### src/hdl/gris_pkg.sv
// ----------------------------------------------------------------------------
// gris_pkg
// types, codes and reset values of the gnss receiver init sequencer
// ----------------------------------------------------------------------------
package gris_pkg;

  localparam int MAX_INIT_STRINGS = 16;
  localparam int STR_IDX_W        = 5;
  localparam int CFG_IDX_W        = 3;

  typedef enum logic [3:0] {
    ST_RESET  = 4'd0,
    ST_PAUSE0 = 4'd1,
    ST_BREAK1 = 4'd2,
    ST_PAUSE1 = 4'd3,
    ST_BREAK2 = 4'd4,
    ST_PAUSE2 = 4'd5,
    ST_COM1   = 4'd6,
    ST_PAUSE3 = 4'd7,
    ST_COM2   = 4'd8,
    ST_INIT   = 4'd9,
    ST_IDLE   = 4'd10
  } seq_state_e;

  typedef enum logic [CFG_IDX_W-1:0] {
    REG_RESET_WAIT   = 3'd0,
    REG_REPLY_WAIT   = 3'd1,
    REG_LONG_PAUSE   = 3'd2,
    REG_BREAK        = 3'd3,
    REG_MID_PAUSE    = 3'd4,
    REG_SHORT_PAUSE  = 3'd5,
    REG_STRING_COUNT = 3'd6
  } cfg_reg_e;

  localparam logic [1:0] BRK_NONE   = 2'd0;
  localparam logic [1:0] BRK_START  = 2'd1;
  localparam logic [1:0] BRK_END    = 2'd2;
  localparam logic [1:0] CMD_NONE   = 2'd0;
  localparam logic [1:0] CMD_COM1   = 2'd1;
  localparam logic [1:0] CMD_COM2   = 2'd2;
  localparam logic [1:0] APPLY_NONE = 2'd0;
  localparam logic [1:0] APPLY_COM1 = 2'd1;
  localparam logic [1:0] APPLY_COM2 = 2'd2;

  localparam logic [31:0] RST_RESET_WAIT  = 32'd800000000;
  localparam logic [31:0] RST_REPLY_WAIT  = 32'd100000000;
  localparam logic [31:0] RST_LONG_PAUSE  = 32'd1000000000;
  localparam logic [31:0] RST_BREAK       = 32'd25000000;
  localparam logic [31:0] RST_MID_PAUSE   = 32'd150000000;
  localparam logic [31:0] RST_SHORT_PAUSE = 32'd50000000;
  localparam logic [STR_IDX_W-1:0] RST_STRING_COUNT = '0;

  typedef struct packed {
    logic [31:0] now;
    logic        com_reply_seen;
    logic [15:0] prompt_count;
    logic        position_msg_seen;
  } poll_t;

  typedef struct packed {
    logic [3:0] fsm_state;
    logic       init_ports;
    logic       release_reset;
    logic [1:0] break_control;
    logic [1:0] send_baud_cmd;
    logic [1:0] apply_baud;
    logic       send_init;
    logic [3:0] init_index;
    logic       ready_res;
  } result_t;

  typedef struct packed {
    logic [31:0]          reset_wait_cycles;
    logic [31:0]          reply_wait_cycles;
    logic [31:0]          long_pause_cycles;
    logic [31:0]          break_cycles;
    logic [31:0]          mid_pause_cycles;
    logic [31:0]          short_pause_cycles;
    logic [STR_IDX_W-1:0] init_string_count;
  } cfg_t;

  typedef struct packed {
    seq_state_e           state;
    logic                 entering;
    logic [31:0]          deadline;
    logic [STR_IDX_W-1:0] string_index;
    logic [15:0]          prompt_mark;
  } seq_t;

endpackage

### src/hdl/gris_cfg_regs.sv
// ----------------------------------------------------------------------------
// gris_cfg_regs
// timing and string count registers behind the configuration write port
// ----------------------------------------------------------------------------
module gris_cfg_regs
  import gris_pkg::*;
(
  input  logic                 clk,
  input  logic                 rst,
  input  logic                 cfg_valid,
  output logic                 cfg_ready,
  input  logic [CFG_IDX_W-1:0] cfg_index,
  input  logic [31:0]          cfg_data,
  output cfg_t                 cfg
);

  // writes must only land while the sequencer is quiet; not enforced here, and no back-pressure
  assign cfg_ready = 1'b1;

  always_ff @(posedge clk) begin
    if (rst) begin
      cfg.reset_wait_cycles  <= RST_RESET_WAIT;
      cfg.reply_wait_cycles  <= RST_REPLY_WAIT;
      cfg.long_pause_cycles  <= RST_LONG_PAUSE;
      cfg.break_cycles       <= RST_BREAK;
      cfg.mid_pause_cycles   <= RST_MID_PAUSE;
      cfg.short_pause_cycles <= RST_SHORT_PAUSE;
      cfg.init_string_count  <= RST_STRING_COUNT;
    end else if (cfg_valid && cfg_ready) begin
      case (cfg_index)
        REG_RESET_WAIT:   cfg.reset_wait_cycles  <= cfg_data;
        REG_REPLY_WAIT:   cfg.reply_wait_cycles  <= cfg_data;
        REG_LONG_PAUSE:   cfg.long_pause_cycles  <= cfg_data;
        REG_BREAK:        cfg.break_cycles       <= cfg_data;
        REG_MID_PAUSE:    cfg.mid_pause_cycles   <= cfg_data;
        REG_SHORT_PAUSE:  cfg.short_pause_cycles <= cfg_data;
        REG_STRING_COUNT: cfg.init_string_count  <= cfg_data[STR_IDX_W-1:0];
        default: ;
      endcase
    end
  end

endmodule

### src/hdl/gris_step.sv
// ----------------------------------------------------------------------------
// gris_step
// next state, deadline arming and action decode for one poll
// ----------------------------------------------------------------------------
module gris_step
  import gris_pkg::*;
(
  input  seq_t    cur,
  input  poll_t   poll,
  input  cfg_t    cfg,
  output seq_t    nxt,
  output result_t res
);

  localparam logic [STR_IDX_W-1:0] MAX_STR = STR_IDX_W'(MAX_INIT_STRINGS);

  logic                 reached;
  logic                 arm;
  logic [31:0]          arm_cycles;
  logic [31:0]          elapsed;
  logic [STR_IDX_W-1:0] idx;
  logic [STR_IDX_W-1:0] limit;
  seq_state_e           st_next;

  // signed wrap compare against the armed deadline
  assign elapsed = poll.now - cur.deadline;
  assign reached = ~elapsed[31];
  assign limit   = (cfg.init_string_count > MAX_STR) ? MAX_STR : cfg.init_string_count;
  assign idx     = cur.entering ? '0 : cur.string_index;

  always_comb begin
    st_next          = cur.state;
    arm              = 1'b0;
    arm_cycles       = cfg.short_pause_cycles;
    nxt.string_index = cur.string_index;
    nxt.prompt_mark  = cur.prompt_mark;
    res              = '0;
    case (cur.state)
      ST_RESET: begin
        if (cur.entering) begin
          res.init_ports = 1'b1;
          arm            = 1'b1;
          arm_cycles     = cfg.reset_wait_cycles;
        end else if (reached) begin
          res.release_reset = 1'b1;
          st_next           = ST_PAUSE0;
        end
      end
      ST_PAUSE0, ST_PAUSE1, ST_PAUSE2, ST_PAUSE3: begin
        case (cur.state)
          ST_PAUSE0: arm_cycles = cfg.long_pause_cycles;
          ST_PAUSE1: arm_cycles = cfg.mid_pause_cycles;
          default:   arm_cycles = cfg.short_pause_cycles;
        endcase
        if (cur.entering) begin
          arm = 1'b1;
        end else if (reached) begin
          case (cur.state)
            ST_PAUSE0: st_next = ST_BREAK1;
            ST_PAUSE1: st_next = ST_BREAK2;
            ST_PAUSE2: st_next = ST_COM1;
            default:   st_next = ST_COM2;
          endcase
        end
      end
      ST_BREAK1, ST_BREAK2: begin
        arm_cycles = cfg.break_cycles;
        if (cur.entering) begin
          arm               = 1'b1;
          res.break_control = BRK_START;
        end else if (reached) begin
          res.break_control = BRK_END;
          st_next           = (cur.state == ST_BREAK1) ? ST_PAUSE1 : ST_PAUSE2;
        end
      end
      ST_COM1, ST_COM2: begin
        arm_cycles = cfg.reply_wait_cycles;
        if (cur.entering) begin
          arm               = 1'b1;
          res.send_baud_cmd = (cur.state == ST_COM1) ? CMD_COM1 : CMD_COM2;
        end else if (poll.com_reply_seen) begin
          // a reply on the deadline poll still counts as a pass
          res.apply_baud = (cur.state == ST_COM1) ? APPLY_COM1 : APPLY_COM2;
          st_next        = (cur.state == ST_COM1) ? ST_PAUSE3 : ST_INIT;
        end else if (reached) begin
          st_next = ST_RESET;
        end
      end
      ST_INIT: begin
        arm_cycles       = cfg.reply_wait_cycles;
        nxt.string_index = idx;
        if (cur.entering || (poll.prompt_count != cur.prompt_mark)) begin
          if (idx < limit) begin
            arm              = 1'b1;
            nxt.prompt_mark  = poll.prompt_count;
            res.send_init    = 1'b1;
            res.init_index   = idx[3:0];
            nxt.string_index = idx + 1'b1;
          end else begin
            st_next = ST_IDLE;
          end
        end else if (reached) begin
          st_next = ST_RESET;
        end
      end
      ST_IDLE: begin
        // watchdog rearmed by every position message
        arm_cycles = cfg.long_pause_cycles;
        if (cur.entering || poll.position_msg_seen) begin
          arm = 1'b1;
        end else if (reached) begin
          st_next = ST_RESET;
        end
      end
      default: begin
        st_next = ST_IDLE;
      end
    endcase

    nxt.state     = st_next;
    nxt.entering  = (st_next != cur.state);
    nxt.deadline  = arm ? (poll.now + arm_cycles) : cur.deadline;
    res.fsm_state = st_next;
    res.ready_res = (st_next == ST_IDLE);
  end

endmodule

### src/hdl/gnss_receiver_init_sequencer.sv
// path: the poll register feeds the step logic, which feeds the result register
// throughput: one poll per cycle while the result channel does not stall, set by
//   the single step stage between the poll register and the result register
// reset: synchronous active-high rst returns the sequencer to the hardware
//   reset state with a fresh entry, clears both stage valids and reloads
//   the configuration defaults
// ----------------------------------------------------------------------------
// gnss_receiver_init_sequencer
// bring-up sequencer for a gps receiver: reset hold, serial breaks, baud
// changes, init strings, then idle with a position watchdog
// ----------------------------------------------------------------------------
module gnss_receiver_init_sequencer
  import gris_pkg::*;
(
  input  logic                 clk,
  input  logic                 rst,
  // poll channel
  input  logic                 poll_valid,
  output logic                 poll_stall,
  input  poll_t                poll,
  // result channel
  output logic                 result_valid,
  input  logic                 result_stall,
  output result_t              result,
  // configuration write channel
  input  logic                 cfg_valid,
  output logic                 cfg_ready,
  input  logic [CFG_IDX_W-1:0] cfg_index,
  input  logic [31:0]          cfg_data
);

  cfg_t    cfg;
  poll_t   poll_q;       // registered poll transaction
  logic    poll_q_valid;
  seq_t    seq;          // sequencer state
  seq_t    seq_next;
  result_t step_res;
  logic    advance;      // step the poll register into the result register

  // timing and count registers
  gris_cfg_regs u_cfg (
    .clk       (clk),
    .rst       (rst),
    .cfg_valid (cfg_valid),
    .cfg_ready (cfg_ready),
    .cfg_index (cfg_index),
    .cfg_data  (cfg_data),
    .cfg       (cfg)
  );

  // the result register frees up whenever it is empty or being taken, so a
  // finished result stalled downstream holds the poll in flight via poll_stall
  assign advance    = poll_q_valid && (!result_valid || !result_stall);
  assign poll_stall = poll_q_valid && !advance;

  // poll register: refills on the same edge it drains
  always_ff @(posedge clk) begin
    if (rst) begin
      poll_q_valid <= 1'b0;
    end else if (!poll_stall) begin
      poll_q_valid <= poll_valid;
    end
  end

  always_ff @(posedge clk) begin
    if (!poll_stall && poll_valid) begin
      poll_q <= poll;
    end
  end

  // one step of the state machine per registered poll
  gris_step u_step (
    .cur  (seq),
    .poll (poll_q),
    .cfg  (cfg),
    .nxt  (seq_next),
    .res  (step_res)
  );

  // sequencer state only moves when a poll is committed to the result register
  always_ff @(posedge clk) begin
    if (rst) begin
      seq.state        <= ST_RESET;
      seq.entering     <= 1'b1;
      seq.deadline     <= '0;
      seq.string_index <= '0;
      seq.prompt_mark  <= '0;
    end else if (advance) begin
      seq <= seq_next;
    end
  end

  // result register
  always_ff @(posedge clk) begin
    if (rst) begin
      result_valid <= 1'b0;
    end else if (advance) begin
      result_valid <= 1'b1;
    end else if (!result_stall) begin
      result_valid <= 1'b0;
    end
  end

  always_ff @(posedge clk) begin
    if (advance) begin
      result <= step_res;
    end
  end

endmodule

### config.mk
export PLATFORM = sky130hd
export DESIGN_NAME = gnss_receiver_init_sequencer
export DESIGN_NICKNAME = d
export VERILOG_FILES = /design/src/hdl/gris_pkg.sv /design/src/hdl/gris_cfg_regs.sv /design/src/hdl/gris_step.sv /design/src/hdl/gnss_receiver_init_sequencer.sv
export SDC_FILE = /design/constraint.sdc
export NUM_CORES = 1
export LEC_CHECK = 0
export BUFFER_PORTS_ARGS = -buffer_cell sky130_fd_sc_hd__buf_2
export CAP_MARGIN = 20
export CORE_MARGIN = 4
export CORE_UTILIZATION = 45
export CTS_BUF_LIST = sky130_fd_sc_hd__clkbuf_8
export DETAILED_ROUTE_END_ITERATION = 12
export PLACE_DENSITY = 0.62
export SYNTH_ARGS = -nofsm -noshare
export SYNTH_HDL_FRONTEND = slang
export SYNTH_SLANG_ARGS = --single-unit
export TNS_END_PERCENT = 100
### constraint.sdc
create_clock -name clk -period 3.51 [get_ports clk]
set_input_delay 0.351 -clock clk [delete_from_list [all_inputs] [get_ports clk]]
set_output_delay 0.351 -clock clk [all_outputs]
set_load 0.03 [all_outputs]
# Word-level counts from Yosys, hierarchy flattened
# Cells that the tools add are included.
[classes] eq_ne=20 bitwise=4 muxes=35 add_sub_neg=3 n_reduce_logical=33 order_cmp=2
[op_table] operator="$pmux 32 s5" n=1
[op_table] operator="$pmux 32 s2" n=1
[op_table] operator="$mux 4" n=13
[op_table] operator="$mux 21" n=2
[op_table] operator="$add 32x32->32" n=1
[op_table] operator="$mux 32" n=1
[op_table] operator="$sub 32x32->32" n=1
[op_table] operator="$pmux 4 s6" n=1
[op_table] operator="$reduce_and 2->1" n=11
[op_table] operator="$eq 4x3->1 const B" n=4
[op_table] operator="$eq 4x4->1 const B" n=4
[op_table] operator="$ne 16x16->1" n=1
[op_table] operator="$mux 5" n=3
[op_table] operator="$pmux 4 s3" n=1
[op_table] operator="$eq 3x3->1 const B" n=3
[op_table] operator="$reduce_or 9->1" n=1
[op_table] operator="$eq 4x2->1 const B" n=2
[op_table] operator="$mux 1" n=8
[op_table] operator="$reduce_or 2->1" n=4
[op_table] operator="$eq 3x2->1 const B" n=2
[op_table] operator="$reduce_or 3->1" n=2
[op_table] operator="$add 5x1->5 const B" n=1
[op_table] operator="$gt 5x5->1 const B" n=1
[op_table] operator="$lt 5x5->1" n=1
[op_table] operator="other kinds (16)" n=27
[totals] ff_bits=325 elab_cells=125 out_inout_bits=21 in_bits=90

# Logic depth before layout (Yosys ltp)
# Gate-level depths: netlist of the first run.
[depth] ltp_word=7 depth_mapped=18 ltp_nobuf=16

# Cells and area by module
# Synthesis of the first run repeated with hierarchy kept, for this count alone.
[unflattened] hier_cells=1930 hier_area_um2=18018.5
[by_module_without_submodules] module="gris_cfg_regs" cells_each=714 n_inst=1 area_per_inst_um2=7648.6 seq_area_each_um2=3943.8
[by_module_without_submodules] module="gris_step" cells_each=886 n_inst=1 area_per_inst_um2=5660.4 seq_area_each_um2=0.0
[by_module_without_submodules] module="gnss_receiver_init_sequencer" cells_each=330 n_inst=1 area_per_inst_um2=4709.5 seq_area_each_um2=3243.1

# Worst setup path before layout of the first run
# Ideal clock, no wire load.
[synth_path] kind="reg2reg" startpoint="register seq[56] in the netlist's numbering" endpoint="register seq[52] in the netlist's numbering" path_buffers=2 path_stages_with_launch=18 arrival_ns=3.783 setup_time_ns=0.081 synth_period_minus_slack_ns=3.863 slack_ns=-0.353 required_ns=3.429 cell_sequence="dfxtp_1 clkbuf_1 nand2_1 o31ai_1 clkbuf_1 a22oi_1 nand2_1 a221o_1 ha_1 a211oi_1 o21ai_1 o311ai_2 a21oi_1 a21oi_2 o31ai_2 o311a_1 or4_1 a41oi_1"
[synth_via] elab_chain_len=4 word_cells_on_any_way=20 classes_between="1 x add/sub; 10 x eq/ne; 3 x mux; 6 x reduce/logical"
[synth_rtl] element="start, declared" line_no="gnss_receiver_init_sequencer.sv:35" source="seq_t seq;"
[synth_rtl] element="start signal, assigned" line_no="gnss_receiver_init_sequencer.sv:89" source="seq <= seq_next;"
[synth_rtl] element="$eq 4x2->1, or another cell as far along" line_no="gris_step.sv:38, gris_step.sv:50"
[synth_rtl] element="$pmux 32 s2, or another cell as far along" line_no="gris_step.sv:50" source="case (cur.state)"
[synth_rtl] element="$pmux 32 s5 or $pmux 1 s3 (tied branches)" line_no="gris_step.sv:38" source="case (cur.state)"
[synth_rtl] element="$add 32x32->32 or $reduce_and 2->1 (tied branches)"
# Several ways; a longest one is shown, not always the timed one.
# A chain may end at the register's enable or synchronous reset.

# Worst setup path in the final report of the first run
# Same ends and word-level chain as after synthesis.

==> results of run 1 <==
[power by group through the flow]
stage          registers, µW  clock network, µW  logic, µW
2_1_floorplan           4130                  0       1050
6_report                4070               3310       2110
3_3_place_gp            4140                  0       1700
3_5_place_dp            4140                  0       1730
4_1_cts                 4070               3390       1920
5_1_grt                 4080               3560       2290
[placed cells by master, fill, tap and decap left out, types with 9 or more instances in the layout]
cell / instances
a21oi_2: 14
a211oi_1: 11
xnor2_1: 26
a22oi_1: 53
a221o_1: 32
nor3_1: 12
inv_1: 72
and3_1: 12
buf_2: 108
nor2_1: 53
nor2b_1: 16
nand2_1: 517
edfxtp_1: 68
a21oi_1: 183
xor2_1: 16
dfxtp_1: 253
dlygate4sd3_1: 83
buf_4: 143
clkbuf_8: 62
a22oi_2: 13
and2_1: 9
nand3_1: 90
a21o_1: 13
ha_1: 50
buf_6: 14
ha_4: 16
o21ai_0: 19
nand4_1: 9
[final cells by class]
| type | count | area [µm²] | share of cell area, % |
|---|---|---|---|
| clock buffer | 62 | 853.3 | 4.335 |
| clock inverter | 31 | 207.7 | 1.055 |
| inverter | 53 | 198.9 | 1.011 |
| multi-input combinational | 1306 | 7938 | 40.33 |
| sequential | 325 | 7202 | 36.59 |
| tap | 442 | 553.0 | 2.810 |
| timing repair buffer | 354 | 2730 | 13.87 |
[repair_timing]
item                                   CTS  global route
buffers inserted                        18            13
setup endpoints to repair               19            29
endpoints found under the hold margin  215             0
resized for setup                       58            52
hold buffers                            83             0
pin swaps                               39            34
gates cloned                             2             0
[stage by stage]
step	total power [µW]	instance area, µm²	TNS [ns]	hold WS [ns]	instances
final	9485	19680	-3.765	0.05959	2573
after global routing	9936	19680	-6.882	0.03208	2573
after CTS	9380	19310	-3.344	0.01212	2560
after detailed placement	5869	16930	-6.160	0.4442	2364
after global placement	5840	16930	-4.253	0.4374	2364
after floorplan	5178	15220	-0.1837	0.4273	1789
[cell families after synthesis]
kind of cell | after synthesis | synth area share (%)
xor+xnor | 46 | 2.679
compound gates | 416 | 17.83
flops | 325 | 47.79
other cells | 1 | 0.02494
fa+ha+maj | 67 | 5.624
mux | 8 | 0.5325
buf+inv | 159 | 4.077
simple gates | 767 | 21.44
[flip-flops by register name, summed over array words and instances, names as in the netlist]
name	flops
u_cfg.cfg	197
seq	58
poll_q	50
poll_q_valid	1
result	18
result_valid	1
[metal layers]
| layer | routed length, µm | part of all wire, % |
|---|---|---|
| met1 | 21150 | 45 |
| met5 | 0 | 0 |
| met3 | 2819 | 6.0 |
| met4 | 919 | 2.0 |
| met2 | 22180 | 47 |
[critical path: cells and delay by family, from the launching register on]
family,cells,cell delay (ns)
DFF,1,0.36
AOI/OAI and AO/OA,8,1.38
adders and majority gates,1,0.23
and+or+nand+nor,5,1.29
buffers and inverters,4,0.59
[path summary, 6_finish.rpt]
check                 endpoint  slack [ns]  depth (start not counted)
setup / recovery       seq[52]       -0.45                         18
hold / removal    u_cfg.cfg[5]        0.06                          3
setup reg to reg       seq[52]       -0.45                         18
hold reg to reg        seq[33]        0.45                          2
==> flow_metrics.tcl, run 1 <==
set metrics [dict create \
    setup_viol 15 \
    dr.pass1.iters 6 \
    yosysSeqAreaShare_pct 47.79 \
    grt.met3_usage_pct 4.156 \
    wl_per_cell_um 18.29 \
    worst-setup-path-type "reg2reg" \
    syn_inst 1789 \
    gr-usage-met1_pct 34.38 \
    switching_share_pct 29.25 \
    clk_pin_slew_ns 0.06 \
    fin_skew_ns 0.02427 \
    violations "setup timing" \
    arrival_ns 4.52 \
    diodes 0 \
    fin_util_pct 60.04 \
    relSlewSlack_pct 35.45 \
    critPathMaxStageDelay_ns 0.44 \
    dp_hpwl_um 30010 \
    ys_warn_count 0 \
    ios 111 \
    power_frac_clock_pct 34.9 \
    yosysTopAreaCellShare_pct 34.21 \
    antenna_found_initial 0 \
    grt_pass1_vias 13946 \
    nets 2253 \
    yosys-top-cells-count "524 x nand2_1, 257 x dfxtp_1, 197 x a21oi_1" \
    viasPerCell 5.508 \
    top_usage_layer "met2" \
    synthTopCellsByArea "dfxtp_1 34%, edfxtp_1 14%, nand2_1 13%" \
    grt_max_degree 102 \
    status "finished with violations" \
    finalMaxSlewViolations 0 \
    wirelength_um 47070 \
    crit_fanout 7 \
    clk_latency_ns 0.66 \
    rsz0062_at_grt "yes" \
    coreArea_um2 32780 \
    tritoncts "built" \
    fp.dieH_um 190.8 \
    syn2layout_area_growth_pct 30.88 \
    fmax_ghz 0.2524 \
    antenna_left 0 \
    hold_viol 0 \
    synth.most_common_cell "nand2_1" \
    ys.flop_type "dfxtp_1" \
    drcViolationCount 0 \
    vias 14173 \
    required_ns 4.07 \
    nFillCells 2887 \
    htreeDepth 2 \
    crit_top_cell "buf_4" \
    place_congestion 0.9295 \
    p_leak_uw 0.008017 \
    cts.sinks 325 \
    setup_slack_ns -0.4522 \
    cts_buffers 56 \
    portBuffers 109 \
    yosysUniqueCellTypes 68 \
    grt_first_pass_wirelength_um 74020 \
    place_ws_ns -0.6979 \
    synth_area_um2 15040 \
    period_needed_ns 3.962 \
    die_w_um 190.8 \
    synth-seq-cells 325 \
    core.rowCount 66 \
    grt_overflow_total 0 \
    synth_top_area_cell "dfxtp_1" \
    drive_gt1_share_pct 21.49 \
    pwr-share-comb_pct 22.2 \
    hp-class "in2reg" \
    gr-usage-all-layers_pct 25.33 \
    avgSynthCellArea_um2 8.406 \
    r2r-start "seq[56]" \
    finalCritPeriodShare_pct 112.9 \
    use_met2_pct 42.24 \
    drtIter0Drc 1058 \
    crit_path_start "seq[56]" \
    die-area_um2 36410 \
    internal-power_uw 6710 \
    start_util_pct 45.87 \
    start_kind "flop" \
    syn-num-nets 1946 \
    cpMaxStageDelayCell "or3b_4" \
    clock-root-buffer "clkbuf_8" \
    clockBufferDepth 3 \
    async_reset_ff_share_pct 0 \
    worstMarginPinSlew_ns 0.9682 \
    ir_drop_mv 0.2626 \
    synth_edf_count 68 \
    seq_power_share_pct 42.9 \
    worstHoldStart "cfg_data[0]" \
    power.density_nw_per_um2 481.9 \
    drv_cap 0 \
    crit_path_end_kind "flop" \
    cp_cell_sequence "buf_4 > or3b_4 > o31ai_4 > buf_12 > buf_4 > a22oi_1 > nand2_1 > a221o_1 > ha_4 > buf_4 > nor2_1 > and2_1 > a21oi_2 > a21oi_2 > o31ai_2 > o311a_1 > or4_4 > a41oi_2" \
    p_switching_uw 2775 \
]
(Power assumes the default switching activity.)
==> run 2, diff against run 1 <==
--- a/config.mk
+++ b/config.mk
@@ -5,6 +5,7 @@
 export SDC_FILE = /design/constraint.sdc
 export NUM_CORES = 1
 export LEC_CHECK = 0
+export ABC_AREA = 1
 export BUFFER_PORTS_ARGS = -buffer_cell sky130_fd_sc_hd__buf_2
 export CAP_MARGIN = 20
 export CORE_MARGIN = 4
@@ -12,6 +13,7 @@
 export CTS_BUF_LIST = sky130_fd_sc_hd__clkbuf_8
 export DETAILED_ROUTE_END_ITERATION = 12
 export PLACE_DENSITY = 0.62
+export SLEW_MARGIN = 10
 export SYNTH_ARGS = -nofsm -noshare
 export SYNTH_HDL_FRONTEND = slang
 export SYNTH_SLANG_ARGS = --single-unit
==> flow_metrics.tcl, run 2 <==
set metrics [dict create \
    worstMarginPinSlew_ns 1.051 \
    cp_cell_sequence "inv_2 > nand2_2 > nor2_4 > a21oi_4 > nand2_4 > buf_4 > a221oi_1 > nand2_1 > ha_4 > nand2_1 > o21ai_0 > a211o_1 > nand2_1 > nand2_1 > nand2_1 > nand2_1 > xnor2_2 > a21oi_1" \
    gr-usage-all-layers_pct 23.14 \
    cts_buffers 55 \
    syn-num-nets 2204 \
    die-area_um2 37700 \
    reg_top3 "u_cfg.cfg (197), seq (58), poll_q (50)" \
    min_path_cells 3 \
    drv_cap 0 \
    p_leak_uw 0.008758 \
    antenna_left 0 \
    hold_viol 0 \
    ys.flop_type "dfxtp_1" \
    grt_overflow_total 0 \
    yosysUniqueCellTypes 52 \
    synth_top_area_cell "dfxtp_1" \
    hp-class "in2reg" \
    crit_path_end_kind "flop" \
    drive_gt1_share_pct 15.56 \
    dr.pass1.iters 5 \
    diodes 0 \
    relSlewSlack_pct 29.88 \
    critPathMaxStageDelay_ns 0.39 \
    layout.cells.most_common "nand2_1" \
    reg2reg_to "seq[44]" \
    r2r_cells 18 \
    rsz0062_at_grt "yes" \
    r2r_slack_ns 0.11 \
    clock-root-buffer "clkbuf_8" \
    start_util_pct 46.05 \
    worstHoldStart "cfg_data[14]" \
    fin_skew_ns 0.03514 \
    synth_edf_count 68 \
    wl_per_cell_um 16.59 \
    ys_warn_count 0 \
    wirelength_um 45710 \
    drcViolationCount 0 \
    finalMaxSlewViolations 0 \
    syn_inst 2047 \
    required_ns 4.02 \
    crit_top_cell "nand2_1" \
    crit_fanout 8 \
    setup_slack_ns 0.1116 \
    nets 2419 \
    cp.buffers_inverters 2 \
    htreeDepth 2 \
    core.rowCount 67 \
    power.total_uw 9620 \
    clockBufferDepth 3 \
    status "finished, final reports clean" \
    place_congestion 0.9406 \
    synth_area_um2 15590 \
    syn2layout_area_growth_pct 22.67 \
    nFillCells 3206 \
    arrival_ns 3.91 \
    final_cell_mix "429 x nand2_1, 330 x nor2_1, 253 x dfxtp_1, 191 x o21ai_0, 164 x nand3_1" \
    worst-setup-path-type "reg2reg" \
    synthTopCellsByArea "dfxtp_1 33%, edfxtp_1 13%, nand2_1 10%" \
    antenna_found_initial 0 \
    fp.dieH_um 194.2 \
    dp_hpwl_um 30290 \
    tritoncts "built" \
    finalSetupTns_ns 0 \
    grt_first_pass_wirelength_um 71900 \
    viasPerCell 5.216 \
    fmax_ghz 0.2943 \
    largest_register_ffs 197 \
    yosysSeqAreaShare_pct 46.08 \
    setup_viol 0 \
    grt_pass1_vias 13610 \
    cpMaxStageDelayCell "dfxtp_4" \
    cts.sinks 325 \
    die_w_um 194.2 \
    async_reset_ff_share_pct 0 \
    synth.most_common_cell "nand2_1" \
    coreArea_um2 33870 \
    largest-register "u_cfg.cfg" \
    multi_input_area_um2 7677 \
    start_kind "flop" \
    period_needed_ns 3.398 \
    avgSynthCellArea_um2 7.618 \
    path_delay_family "compound AO/OA/AOI/OAI gates" \
    portBuffers 109 \
    synth-seq-cells 325 \
    holdPathEnd "u_cfg.cfg[51]" \
    place_ws_ns -0.09666 \
    clk_latency_ns 0.67 \
    grt_max_degree 115 \
    ir_drop_mv 0.3526 \
    vias 14370 \
    yosys-top-cells-count "432 x nand2_1, 336 x nor2_1, 257 x dfxtp_1" \
    drtIter0Drc 1128 \
    power.density_nw_per_um2 502.8 \
    regArea_um2 7197 \
    r2r-start "seq[54]" \
    yosysTopAreaCellShare_pct 32.99 \
    fin_util_pct 56.49 \
    clk_pin_slew_ns 0.06 \
    ios 111 \
    finalCritPeriodShare_pct 96.82 \
]
run 2: layout make-up:
type	instances	area share [%]
Multi-Input combinational cell	1470	40.13
Sequential cell	325	37.62
Timing Repair Buffer	258	10.44
Clock buffer	66	4.748
Inverter	152	3.054
Tap cell	448	2.930
Clock inverter	36	1.073
run 2: worst reg2reg max path, cell delays in order (launching register included):
cell and delay [ns]:
dfxtp_4 0.39, inv_2 0.09, nand2_2 0.14, nor2_4 0.06, a21oi_4 0.14, nand2_4 0.13, buf_4 0.20, a221oi_1 0.28
nand2_1 0.24, ha_4 0.36, nand2_1 0.13, o21ai_0 0.35, a211o_1 0.23, nand2_1 0.06, nand2_1 0.09, nand2_1 0.06
nand2_1 0.11, xnor2_2 0.12, a21oi_1 0.08
run 2: per-layer routing:
layer	GRT usage, %	wire length [µm]
met5	0	0
met2	36.65	20670
met3	3.354	2706
met1	33.15	21450
met4	6.615	883
run 2: where the power goes:
| group | switching (µW) | leakage, µW | internal, µW |
|---|---|---|---|
| clock | 1630 | 0.000650 | 1790 |
| combinational | 1260 | 0.00535 | 830 |
| sequential | 109 | 0.00276 | 3990 |
run 2: worst max-delay path by stage:
stage | start | endpoint | slack (ns) | cells past startpoint
after CTS | seq[56] | seq[44] | 0.03 | 23
after global placement | seq[55] | seq[44] | 0.03 | 22
final | seq[54] | seq[44] | 0.11 | 18
after floorplan | seq[54] | seq[39] | 0.33 | 19
after detailed placement | seq[55] | seq[44] | -0.1 | 22
after global routing | seq[55] | seq[46] | -0.06 | 17
run 2: per-stage QoR:
step,cell area (µm²),hold WS [ns],instances
final,19130,0.05001,2755
after global routing,19130,0.02072,2755
after CTS,18740,0.0002705,2748
after detailed placement,16850,0.4431,2570
after global placement,16820,0.4380,2569
after floorplan,15600,0.4289,2047
run 2: kinds of logic (layout without fill, tap and decap cells):
logic type                 Yosys count  in the layout  share of synthesized area (%)
xor gates and xnor gates            35             35                          1.966
and+or+nand+nor                    983            983                          26.27
other                                1              1                        0.02405
adders and majority gates           67             67                          5.424
AOI/OAI and AO/OA                  383            383                          13.74
buffers and inverters              252            512                          6.435
DFF                                325            325                          46.08
muxes                                1              1                        0.06419
run 2: repair_timing:
action,CTS,global route
gates cloned,0,1
pin swaps,0,7
gates resized for setup,5,47
endpoints found under the setup margin,6,20
hold buffers,76,0
buffers inserted,0,3
endpoints found under the hold margin,172,0
==> run 3, diff against run 2 <==
--- a/config.mk
+++ b/config.mk
@@ -12,7 +12,7 @@
 export CORE_UTILIZATION = 45
 export CTS_BUF_LIST = sky130_fd_sc_hd__clkbuf_8
 export DETAILED_ROUTE_END_ITERATION = 12
-export PLACE_DENSITY = 0.62
+export PLACE_DENSITY = 0.59
 export SLEW_MARGIN = 10
 export SYNTH_ARGS = -nofsm -noshare
 export SYNTH_HDL_FRONTEND = slang
==> constraint.sdc (replaced) <==
create_clock -name clk -period 4.4 [get_ports clk]
set_input_delay 0.44 -clock clk [delete_from_list [all_inputs] [get_ports clk]]
set_output_delay 0.44 -clock clk [all_outputs]
set_load 0.03 [all_outputs]
==> flow_metrics.tcl, run 3 (synthesized netlist as in run 2, its figures left out) <==
set metrics [dict create \
    status "finished, final reports clean" \
    grt.met3_usage_pct 4.136 \
    clk_pin_slew_ns 0.07 \
    dp_hpwl_um 30250 \
    power.density_nw_per_um2 409.7 \
    layout.cells.most_common "nand2_1" \
    dr.pass1.iters 6 \
    drive_gt1_share_pct 11.73 \
    ios 111 \
    cts.sinks 325 \
    hold_viol 0 \
    worstMarginPinSlew_ns 0.8552 \
    start_kind "flop" \
    finalMaxSlewViolations 0 \
    reg_top3 "u_cfg.cfg (197), seq (58), poll_q (50)" \
    crit_path_end_kind "flop" \
    vias 14239 \
    largest_register_ffs 197 \
    worst-setup-path-type "reg2reg" \
    largest-register "u_cfg.cfg" \
    relSlewSlack_pct 42.98 \
    p_leak_uw 0.008345 \
    portBuffers 109 \
    final_cell_mix "432 x nand2_1, 331 x nor2_1, 257 x dfxtp_1, 192 x o21ai_0, 164 x nand3_1" \
    coreArea_um2 33870 \
    diodes 0 \
    nFillCells 3301 \
    fin_skew_ns 0.01989 \
    syn2layout_area_growth_pct 16.23 \
    finalSetupTns_ns 0 \
    drv_cap 0 \
    grt_max_degree 127 \
    tritoncts "built" \
    rsz0062_at_grt "no" \
    cts_buffers 55 \
    gr-usage-all-layers_pct 23.82 \
    viasPerCell 5.311 \
    gr-usage-met1_pct 34.33 \
    core.rowCount 67 \
    setup_viol 0 \
    die-area_um2 37700 \
    multi_input_area_um2 7426 \
    place_congestion 0.9161 \
    hp-class "in2reg" \
    use_met2_pct 36.43 \
    drtIter0Drc 1488 \
    clockBufferDepth 3 \
    wl_per_cell_um 17.10 \
    antenna_left 0 \
    ir_drop_mv 0.2273 \
    grt_overflow_total 0 \
    htreeDepth 2 \
    start_util_pct 46.05 \
    whs_ns 0.1028 \
    wirelength_um 45850 \
    grt_pass1_vias 13843 \
    antenna_found_initial 0 \
    die_w_um 194.2 \
    period_needed_ns 4.072 \
    regArea_um2 7187 \
    nets 2346 \
    finalCritPeriodShare_pct 92.53 \
    top_usage_layer "met2" \
    drcViolationCount 0 \
    clk_latency_ns 0.63 \
    arrival_ns 4.58 \
    clock-root-buffer "clkbuf_8" \
    required_ns 4.91 \
    min_path_cells 3 \
    r2r_cells 19 \
    crit_fanout 18 \
    grt_first_pass_wirelength_um 73810 \
    fmax_ghz 0.2456 \
    fp.dieH_um 194.2 \
]
## run 3: changes by cell type in the layout (fill, tap and decap cells not counted), sizes merged
cell and change:
clkbuf -3, clkinvlp -2, buf -46, dlygate4sd3 -26
bufinv +1, clkinv +2
## run 3: timing repair
item                      in CTS  in global routing
hold buffers                  50                  0
gates resized for setup        0                  0
buffers inserted               0                  0
hold endpoints to repair      50                  0
## run 3: stage by stage
stage               worst slack [ns]  cell area (µm²)  utilization [%]  instances  total power (µW)
floorplan                      1.224            15600                -       2047              4296
global placement              0.4542            16510            48.75       2529              4740
detailed placement            0.4643            16510            48.75       2529              4747
CTS                           0.4327            18110            53.46       2680              7489
global route                 0.02530            18130            53.52       2681              7817
finish                        0.3285            18130            53.52       2681              7425
## run 3: worst max-delay path, stage by stage, from the launching register on
cell,delay [ns]
dfxtp_1,0.56
nor2_2,0.14
nand2_2,0.10
nor2_2,0.05
inv_2,0.07
nor2_2,0.03
a211oi_1,0.35
inv_2,0.26
buf_4,0.29
nand2_1,0.08
nand2_1,0.10
ha_1,0.39
nand2_1,0.14
nor4_1,0.52
nand3b_1,0.18
nand3_1,0.20
a21o_1,0.17
a21oi_1,0.08
xor2_1,0.14
a21oi_1,0.08
## run 3: where the power goes
group	total (µW)	internal, µW	leakage, µW	switching (µW)
clock	2680	1440	0.000632	1240
combinational	1480	513	0.00495	964
sequential	3270	3190	0.00276	81.5
total	7430	5140	0.00834	2280
## run 3: worst paths after layout
check,start,endpoint,slack [ns]
setup / recovery,seq[55],seq[50],0.33
hold / removal,poll_valid,poll_q_valid,0.10
setup reg to reg,seq[55],seq[50],0.33
hold reg to reg,u_cfg.cfg[188],u_cfg.cfg[188],0.46
## run 3: cell type report
class | instances | area share, %
clock buffer | 64 | 4.860
clock inverter | 37 | 1.187
inverter | 152 | 3.189
multi-input combinational | 1470 | 40.97
sequential | 325 | 39.65
tap | 448 | 3.092
timing repair buffer | 185 | 7.055
## run 3: per-layer routing
metal / vias to the layer above / routed length [µm]
li1: 7067 / -
met1: 6596 / 21830
met2: 498 / 19750
met3: 78 / 3133
met4: 0 / 1150
met5: - / 0
